File: src/hw/rtl/swtq_pkg.sv
package swtq_pkg;

  localparam logic KIND_SLEEP = 1'b0;
  localparam logic KIND_TICK  = 1'b1;

  localparam logic [1:0] ST_ACCEPTED = 2'd0;
  localparam logic [1:0] ST_FULL     = 2'd1;
  localparam logic [1:0] ST_WOKEN    = 2'd2;

  localparam int unsigned TICK_BITS = 32;
  localparam int unsigned PORT_TID_BITS = 8;

  typedef struct packed {
    logic load;
    logic emit_full;
    logic ins_begin;
    logic ins_step;
    logic ins_stop;
    logic ins_put;
    logic tick_begin;
    logic tick_take;
    logic tick_flush;
  } swtq_cmd_t;

  typedef struct packed {
    logic full;
    logic empty;
    logic le;
    logic rem_one;
  } swtq_sts_t;

endpackage

File: src/hw/rtl/sorted_wakeup_timer_queue_top.sv
// Sorted wake-up timer queue. Up to MAX_WAITERS sleeping threads are held in a circular
// buffer in one RAM, ordered by wake tick, with equal ticks kept in arrival order. An item is
// taken when start is high and busy is low. A sleep item on a full queue answers full in the
// next cycle and leaves busy low. An accepted sleep walks back from the tail one slot per
// cycle, shifting later deadlines up, and the accepted result comes in the first cycle with busy
// low again. A tick item reads from the head one slot per cycle and gives one woken result per
// cycle, earliest deadline first, the final one marked by last. A tick that wakes nothing gives
// no result. The single read port of the RAM sets this pace. Results are shown for exactly one
// cycle with result_valid high and cannot be held off, so the receiver must take them as they
// come.
module sorted_wakeup_timer_queue_top #(
  parameter int unsigned MAX_WAITERS    = 16,
  parameter int unsigned THREAD_ID_BITS = 8
) (
  input  logic        clk,
  input  logic        rst,
  input  logic        start,
  output logic        busy,
  input  logic        kind,
  input  logic [7:0]  thread_id,
  input  logic [31:0] wake_tick,
  input  logic [31:0] cur_tick,
  output logic        result_valid,
  output logic [1:0]  status,
  output logic [7:0]  woken_thread,
  output logic [31:0] woken_deadline,
  output logic        last
);
  import swtq_pkg::*;

  swtq_cmd_t cmd;
  swtq_sts_t sts;

  swtq_ctrl u_ctrl (
    .clk   (clk),
    .rst   (rst),
    .start (start),
    .kind  (kind),
    .sts   (sts),
    .cmd   (cmd),
    .busy  (busy)
  );

  swtq_dp #(
    .MAX_WAITERS    (MAX_WAITERS),
    .THREAD_ID_BITS (THREAD_ID_BITS)
  ) u_dp (
    .clk            (clk),
    .rst            (rst),
    .cmd            (cmd),
    .sts            (sts),
    .kind           (kind),
    .thread_id      (thread_id),
    .wake_tick      (wake_tick),
    .cur_tick       (cur_tick),
    .result_valid   (result_valid),
    .status         (status),
    .woken_thread   (woken_thread),
    .woken_deadline (woken_deadline),
    .last           (last)
  );

endmodule

File: src/hw/rtl/swtq_ram.sv
module swtq_ram #(
  parameter int unsigned WIDTH = 40,
  parameter int unsigned DEPTH = 16,
  parameter int unsigned AW    = 4
) (
  input  logic             clk,
  input  logic             we,
  input  logic [AW-1:0]    waddr,
  input  logic [WIDTH-1:0] wdata,
  input  logic [AW-1:0]    raddr,
  output logic [WIDTH-1:0] rdata
);

  logic [WIDTH-1:0] mem [DEPTH];

  always_ff @(posedge clk) begin
    if (we) begin
      mem[waddr] <= wdata;
    end
    rdata <= mem[raddr];
  end

endmodule

File: src/hw/rtl/swtq_ctrl.sv
module swtq_ctrl (
  input  logic               clk,
  input  logic               rst,
  input  logic               start,
  input  logic               kind,
  input  swtq_pkg::swtq_sts_t sts,
  output swtq_pkg::swtq_cmd_t cmd,
  output logic               busy
);
  import swtq_pkg::*;

  typedef enum logic [4:0] {
    S_IDLE  = 5'b00001,
    S_INS   = 5'b00010,
    S_PUT   = 5'b00100,
    S_TICK  = 5'b01000,
    S_FLUSH = 5'b10000
  } state_t;

  state_t state;
  state_t state_next;

  always_ff @(posedge clk) begin
    if (rst) begin
      state <= S_IDLE;
    end else begin
      state <= state_next;
    end
  end

  assign busy = (state != S_IDLE);

  always_comb begin
    cmd        = '0;
    state_next = state;
    case (state)
      S_IDLE: begin
        if (start) begin
          cmd.load = 1'b1;
          if (kind == KIND_SLEEP) begin
            if (sts.full) begin
              cmd.emit_full = 1'b1;
            end else begin
              cmd.ins_begin = 1'b1;
              state_next    = sts.empty ? S_PUT : S_INS;
            end
          end else if (!sts.empty) begin
            cmd.tick_begin = 1'b1;
            state_next     = S_TICK;
          end
        end
      end
      S_INS: begin
        if (!sts.le) begin
          cmd.ins_step = 1'b1;
          if (sts.rem_one) begin
            state_next = S_PUT;
          end
        end else begin
          cmd.ins_stop = 1'b1;
          state_next   = S_PUT;
        end
      end
      S_PUT: begin
        cmd.ins_put = 1'b1;
        state_next  = S_IDLE;
      end
      S_TICK: begin
        if (sts.le) begin
          cmd.tick_take = 1'b1;
          if (sts.rem_one) begin
            state_next = S_FLUSH;
          end
        end else begin
          cmd.tick_flush = 1'b1;
          state_next     = S_IDLE;
        end
      end
      S_FLUSH: begin
        cmd.tick_flush = 1'b1;
        state_next     = S_IDLE;
      end
      default: begin
        state_next = S_IDLE;
      end
    endcase
  end

endmodule

File: src/hw/rtl/swtq_dp.sv
module swtq_dp #(
  parameter int unsigned MAX_WAITERS    = 16,
  parameter int unsigned THREAD_ID_BITS = 8
) (
  input  logic                clk,
  input  logic                rst,
  input  swtq_pkg::swtq_cmd_t cmd,
  output swtq_pkg::swtq_sts_t sts,
  input  logic                kind,
  input  logic [7:0]          thread_id,
  input  logic [31:0]         wake_tick,
  input  logic [31:0]         cur_tick,
  output logic                result_valid,
  output logic [1:0]          status,
  output logic [7:0]          woken_thread,
  output logic [31:0]         woken_deadline,
  output logic                last
);
  import swtq_pkg::*;

  localparam int unsigned TB = THREAD_ID_BITS;
  localparam int unsigned AW = $clog2(MAX_WAITERS);
  localparam int unsigned CW = $clog2(MAX_WAITERS + 1);
  localparam int unsigned DW = TICK_BITS + TB;
  localparam logic [AW-1:0] LAST_SLOT = AW'(MAX_WAITERS - 1);
  localparam logic [CW:0]   DEPTH_W   = (CW + 1)'(MAX_WAITERS);

  logic [AW-1:0] head;
  logic [CW-1:0] count;
  logic          pend_valid;

  logic          kind_r;
  logic [TB-1:0] tid_r;
  logic [31:0]   wake_r;
  logic [31:0]   now_r;
  logic [AW-1:0] ptr;
  logic [AW-1:0] wr_ptr;
  logic [CW-1:0] rem;
  logic [TB-1:0] pend_tid;
  logic [31:0]   pend_dl;

  logic [AW-1:0] ptr_inc;
  logic [AW-1:0] ptr_dec;
  logic [CW:0]   tail_sum;
  logic [AW-1:0] tail;
  logic [AW-1:0] tail_dec;
  logic [31:0]   key;

  logic          ram_we;
  logic [AW-1:0] ram_waddr;
  logic [DW-1:0] ram_wdata;
  logic [AW-1:0] ram_raddr;
  logic [DW-1:0] ram_rdata;
  logic [31:0]   rd_dl;
  logic [TB-1:0] rd_tid;

  logic [TB+7:0] tid_in_ext;
  logic [TB+7:0] tid_out_ext;

  logic          emit;
  logic [1:0]    emit_status;
  logic [7:0]    emit_tid;
  logic [31:0]   emit_dl;
  logic          emit_last;

  swtq_ram #(
    .WIDTH (DW),
    .DEPTH (MAX_WAITERS),
    .AW    (AW)
  ) u_ram (
    .clk   (clk),
    .we    (ram_we),
    .waddr (ram_waddr),
    .wdata (ram_wdata),
    .raddr (ram_raddr),
    .rdata (ram_rdata)
  );

  assign rd_dl  = ram_rdata[DW-1:TB];
  assign rd_tid = ram_rdata[TB-1:0];

  assign ptr_inc = (ptr == LAST_SLOT) ? '0 : ptr + AW'(1);
  assign ptr_dec = (ptr == '0) ? LAST_SLOT : ptr - AW'(1);

  always_comb begin
    tail_sum = {{(CW + 1 - AW){1'b0}}, head} + {1'b0, count};
    if (tail_sum >= DEPTH_W) begin
      tail_sum = tail_sum - DEPTH_W;
    end
    tail     = tail_sum[AW-1:0];
    tail_dec = (tail == '0) ? LAST_SLOT : tail - AW'(1);
  end

  assign key = (kind_r == KIND_TICK) ? now_r : wake_r;

  assign sts.full    = (count == CW'(MAX_WAITERS));
  assign sts.empty   = (count == '0);
  assign sts.le      = (rd_dl <= key);
  assign sts.rem_one = (rem == CW'(1));

  assign tid_in_ext  = {{TB{1'b0}}, thread_id};
  assign tid_out_ext = {8'b0, pend_tid};

  always_comb begin
    ram_we    = 1'b0;
    ram_waddr = wr_ptr;
    ram_wdata = {wake_r, tid_r};
    ram_raddr = ptr;
    if (cmd.ins_begin) begin
      ram_raddr = tail_dec;
    end
    if (cmd.ins_step) begin
      ram_we    = 1'b1;
      ram_waddr = ptr_inc;
      ram_wdata = ram_rdata;
      ram_raddr = ptr_dec;
    end
    if (cmd.ins_put) begin
      ram_we = 1'b1;
    end
    if (cmd.tick_begin) begin
      ram_raddr = head;
    end
    if (cmd.tick_take) begin
      ram_raddr = ptr_inc;
    end
  end

  always_comb begin
    emit        = 1'b0;
    emit_status = ST_WOKEN;
    emit_tid    = tid_out_ext[7:0];
    emit_dl     = pend_dl;
    emit_last   = 1'b0;
    if (cmd.emit_full) begin
      emit        = 1'b1;
      emit_status = ST_FULL;
      emit_tid    = '0;
      emit_dl     = '0;
      emit_last   = 1'b1;
    end
    if (cmd.ins_put) begin
      emit        = 1'b1;
      emit_status = ST_ACCEPTED;
      emit_tid    = '0;
      emit_dl     = '0;
      emit_last   = 1'b1;
    end
    if (cmd.tick_take && pend_valid) begin
      emit = 1'b1;
    end
    if (cmd.tick_flush && pend_valid) begin
      emit      = 1'b1;
      emit_last = 1'b1;
    end
  end

  always_ff @(posedge clk) begin
    if (rst) begin
      head         <= '0;
      count        <= '0;
      pend_valid   <= 1'b0;
      result_valid <= 1'b0;
    end else begin
      result_valid <= emit;
      if (cmd.ins_put) begin
        count <= count + CW'(1);
      end
      if (cmd.tick_begin || cmd.tick_flush) begin
        pend_valid <= 1'b0;
      end
      if (cmd.tick_take) begin
        pend_valid <= 1'b1;
        head       <= ptr_inc;
        count      <= count - CW'(1);
      end
    end
  end

  always_ff @(posedge clk) begin
    if (emit) begin
      status         <= emit_status;
      woken_thread   <= emit_tid;
      woken_deadline <= emit_dl;
      last           <= emit_last;
    end
    if (cmd.load) begin
      kind_r <= kind;
      tid_r  <= tid_in_ext[TB-1:0];
      wake_r <= wake_tick;
      now_r  <= cur_tick;
    end
    if (cmd.ins_begin) begin
      ptr    <= tail_dec;
      rem    <= count;
      wr_ptr <= tail;
    end
    if (cmd.ins_step) begin
      ptr    <= ptr_dec;
      rem    <= rem - CW'(1);
      wr_ptr <= ptr;
    end
    if (cmd.ins_stop) begin
      wr_ptr <= ptr_inc;
    end
    if (cmd.tick_begin) begin
      ptr <= head;
      rem <= count;
    end
    if (cmd.tick_take) begin
      pend_tid <= rd_tid;
      pend_dl  <= rd_dl;
      ptr      <= ptr_inc;
      rem      <= rem - CW'(1);
    end
  end

endmodule

File: config.mk
export PLATFORM = sky130hd
export DESIGN_NAME = sorted_wakeup_timer_queue_top
export DESIGN_NICKNAME = d
export VERILOG_FILES = /design/src/hw/rtl/swtq_pkg.sv /design/src/hw/rtl/sorted_wakeup_timer_queue_top.sv /design/src/hw/rtl/swtq_ram.sv /design/src/hw/rtl/swtq_ctrl.sv /design/src/hw/rtl/swtq_dp.sv
export SDC_FILE = /design/constraint.sdc
export NUM_CORES = 1
export LEC_CHECK = 0
export ABC_CLOCK_PERIOD_IN_PS = 13940
export BUFFER_PORTS_ARGS = -buffer_cell sky130_fd_sc_hd__buf_2
export CORE_ASPECT_RATIO = 0.5
export CORE_MARGIN = 10
export CORE_UTILIZATION = 53
export CTS_CLUSTER_SIZE = 20
export DETAILED_ROUTE_END_ITERATION = 10
export PLACE_DENSITY = 0.76
export RECOVER_POWER = 50
export REMOVE_ABC_BUFFERS = 1
export SYNTH_ARGS = -nofsm -noshare
export SYNTH_HDL_FRONTEND = slang
export SYNTH_SLANG_ARGS = --single-unit
File: constraint.sdc
create_clock -name clk -period 13.94 [get_ports clk]
set_input_delay 1.394 -clock clk [delete_from_list [all_inputs] [get_ports clk]]
set_output_delay 1.394 -clock clk [all_outputs]
set_load 0.02 [all_outputs]
==> impl_metrics.tcl <==
set metrics [dict create \
    final.setup_skew_ns 0.0339 \
    syn-mean-instance-area_sq_um 14.4 \
    syn_area_sq_um 33900 \
    path_delay_family "buffers and inverters" \
    setup_viol 0 \
    synth_seq_area_share_pct 74.8 \
    synthFlopType "edfxtp_1" \
    yosysWarningCount 0 \
    cp_slowest_stage_delay_ns 1.47 \
    fmax_mhz 104 \
    nFillCells 4542 \
    tns_ns 0 \
    min_path_type "reg -> reg" \
    die_y_um 199 \
    viasPerCell 6.23 \
    grtUsageTotal_pct 20.9 \
    path_max_fanout 146 \
    power.density_nw_per_um2 174 \
    drt_iter0_markers 2744 \
    firstDrtPassIters 6 \
    die-area_sq_um 75200 \
    rsz0062_at_grt "no" \
    switching_share_pct 29.5 \
    die-width_um 378 \
    antenna_found_initial 0 \
    dp_hpwl_um 39500 \
    relSlewSlack_pct -225 \
    violations "max-capacitance violations, max-slew violations" \
    arrival_ns 10.14 \
    slew_violations 589 \
    path_buf_inv 6 \
    grt_pass1_vias 20200 \
    pre_cts_slack_ns 5.84 \
    netlist_top_cells_count "805 x edfxtp_1, 562 x nand2_1, 204 x a21oi_1, 160 x a32oi_1, 81 x a22oi_1" \
    clock_power_share_pct 31.8 \
    crit_required_ns 14.44 \
    detail-route-antenna-nets 0 \
    power_uw 6550 \
    grt_pass1_wl_um 120000 \
    leakage_uw 0.0124 \
    place.gp.congestion 0.804 \
    cts_htree_levels 3 \
    area_growth_pct 10.7 \
    combPwrFrac_pct 21.0 \
    finalCritPeriodShare_pct 69.1 \
    path_cells "clkbuf_1, mux2i_1, ha_1, nand4_1, nor4_1, nor2b_1, o31ai_1, nand3_1, inv_1, buf_4, nand2_1, o21ai_4, buf_4, inv_8, buf_4, a21oi_1, a32oi_1, a22oi_1, nand2_1" \
    internal-power_uw 4620 \
    cts_hold_buf 0 \
    cts_sinks 865 \
    cts_root_buffer "clkbuf_16" \
    critical_path.endpoint_type "register" \
    cts_buffers 75 \
    setup_ws_ns 4.30 \
    wl_per_cell_um 24.4 \
    timing.hold.ws_ns 0.426 \
    criticalPathCategory "reg -> reg" \
    synth-seq-cells 865 \
    synthCells 2357 \
    max_slew.worst_pin.slew_ns 4.88 \
    clk_latency_ns 0.62 \
    yosys-top-cells-area "edfxtp_1 71%, nand2_1 6.2%, a32oi_1 4.1%, dfxtp_1 3.5%, a21oi_1 3.0%" \
    rrSetupSlack_ns 4.30 \
    critPathSlowestCell "clkbuf_1" \
    synth.most_common_cell "edfxtp_1" \
    drc 0 \
    drive_above_1_share_pct 9.27 \
    yosys.area.top_type_share_pct 71.2 \
    clockBufferDepth 3 \
    cts_setup_buffers 0 \
    n_antenna_cell 0 \
    drt_wl_total_um 81200 \
    finalCriticalPeriod_ns 9.64 \
    io_buffers 120 \
    ios 121 \
    maxCapViolCount 14 \
    p_switching_uw 1930 \
    synth-edff-count 805 \
    cts_tree "yes" \
    grt_max_degree 229 \
    vdd_ir_drop_max_v 0.000263 \
    cts_resized 0 \
    clkTransAtPathRegs_ns 0.07 \
    async_flop_share_pct 0 \
    outcome "finished, violations left" \
    nets 2557 \
    share_seq_of_total_power_pct 47.2 \
    grt_overflow 0 \
    critPathMostFrequentCell "buf_4" \
    ys_types 55 \
    dp_cells 3194 \
    yosysTopAreaCell "edfxtp_1" \
    vias 20700 \
    finalHoldViolCount 0 \
    startpoint_type "register" \
    final_cells 3328 \
    start_util_pct 53.7 \
    core-area_sq_um 63200 \
    rows 65 \
]
[flip-flops by register name (all words and copies together), names as in the netlist]
| register | cells |
|---|---|
| u_dp.pend_tid | 8 |
| u_dp.count | 5 |
| u_dp.u_ram.mem | 640 |
| u_dp.ptr | 4 |
| u_dp.pend_valid | 1 |
| u_ctrl.state | 5 |
| u_dp.wr_ptr | 4 |
| u_dp.woken_deadline | 32 |
| u_dp.woken_thread | 8 |
| u_dp.status | 2 |
| u_dp.result_valid | 1 |
| u_dp.u_ram.rdata | 40 |
| u_dp.last | 1 |
| u_dp.head | 4 |
| u_dp.kind_r | 1 |
| u_dp.pend_dl | 32 |
| u_dp.rem | 5 |
| u_dp.now_r | 32 |
| u_dp.wake_r | 32 |
| u_dp.tid_r | 8 |
[power by group through the flow]
stage | combinational (uW) | sequential [uW] | clock [uW]
2_1_floorplan | 992 | 3090 | 0
3_3_place_gp | 1270 | 3140 | 0
3_5_place_dp | 1330 | 3140 | 0
4_1_cts | 1350 | 3080 | 2100
5_1_grt | 1510 | 3100 | 2200
6_report | 1380 | 3090 | 2080
[placed cells by master, fill, tap and decap left out, types with 5 or more instances in the layout]
cell / Yosys / layout
a21o_1: 9 / 9
a21oi_1: 204 / 203
a22oi_1: 81 / 81
a32oi_1: 160 / 160
and2_0: 0 / 35
and2_1: 54 / 15
buf_2: 74 / 71
buf_4: 0 / 16
bufinv_16: 0 / 6
clkbuf_1: 61 / 73
clkbuf_16: 0 / 78
clkinv_1: 0 / 8
clkinv_2: 0 / 13
dfxtp_1: 60 / 60
edfxtp_1: 805 / 805
ha_1: 45 / 45
inv_1: 15 / 14
mux2_1: 0 / 25
mux2_2: 41 / 16
mux2i_1: 36 / 36
nand2_1: 562 / 561
nand3_1: 9 / 10
nand3b_1: 5 / 5
nand4_1: 9 / 9
nor2_1: 26 / 24
nor2b_1: 10 / 8
nor3_1: 9 / 9
o21ai_0: 12 / 12
xnor2_1: 10 / 10
[worst reg2reg max path, stage by stage (launching register included)]
cell	delay (ns)
edfxtp_1	0.94
clkbuf_1	1.47
mux2i_1	0.31
ha_1	0.45
nand4_1	0.18
nor4_1	0.72
nor2b_1	0.23
o31ai_1	0.23
nand3_1	0.56
inv_1	0.42
buf_4	0.78
nand2_1	0.23
o21ai_4	0.11
buf_4	0.82
inv_8	0.52
buf_4	0.79
a21oi_1	0.33
a32oi_1	0.10
a22oi_1	0.27
nand2_1	0.09
[final cells by class]
type,instances,area (sq um),share of cell area (%)
Clock inverter,34,365,0.972
Timing Repair Buffer,144,722,1.92
Inverter,17,75.1,0.200
Sequential cell,865,25400,67.5
Tap cell,837,1050,2.79
Clock buffer,100,2070,5.52
Multi-Input combinational cell,1331,7920,21.1
[path summary, 6_finish.rpt]
check | from | end | cells after the start
worst max-delay path | u_dp.kind_r$_DFFE_PP_ | u_dp.u_ram.rdata[25]$_DFF_P_ | 19
worst max register to register | u_dp.kind_r$_DFFE_PP_ | u_dp.u_ram.rdata[25]$_DFF_P_ | 19
worst min register to register | u_dp.u_ram.rdata[0]$_DFF_P_ | u_dp.pend_tid[0]$_DFFE_PP_ | 0
worst min-delay path | u_dp.u_ram.rdata[0]$_DFF_P_ | u_dp.pend_tid[0]$_DFFE_PP_ | 0
[layer usage]
metal	vias up	track usage, %	part of all wire (%)
met5	-	0	0
met4	0	6.94	2.7
met3	162	3.28	9.3
met2	1170	34.2	48
met1	10300	28.5	40
li1	9085	-	-
[stage by stage]
stage          instance area [sq um]  utilization, %
2_1_floorplan                  33300               -
3_3_place_gp                   35300            55.8
3_5_place_dp                   35300            55.8
4_1_cts                        37700            59.7
5_1_grt                        37600            59.5
6_report                       37600            59.5
[logic make-up after synthesis]
| logic type | count (synthesis) | share of synthesized area, % |
|---|---|---|
| muxes | 78 | 2.47 |
| buffers and inverters | 161 | 2.05 |
| adders and majority gates | 47 | 1.78 |
| xor gates and xnor gates | 14 | 0.361 |
| DFF | 865 | 74.8 |
| AOI/OAI and AO/OA | 494 | 10.0 |
| and+or+nand+nor | 698 | 8.53 |
Power figures use the tool's default switching activity.
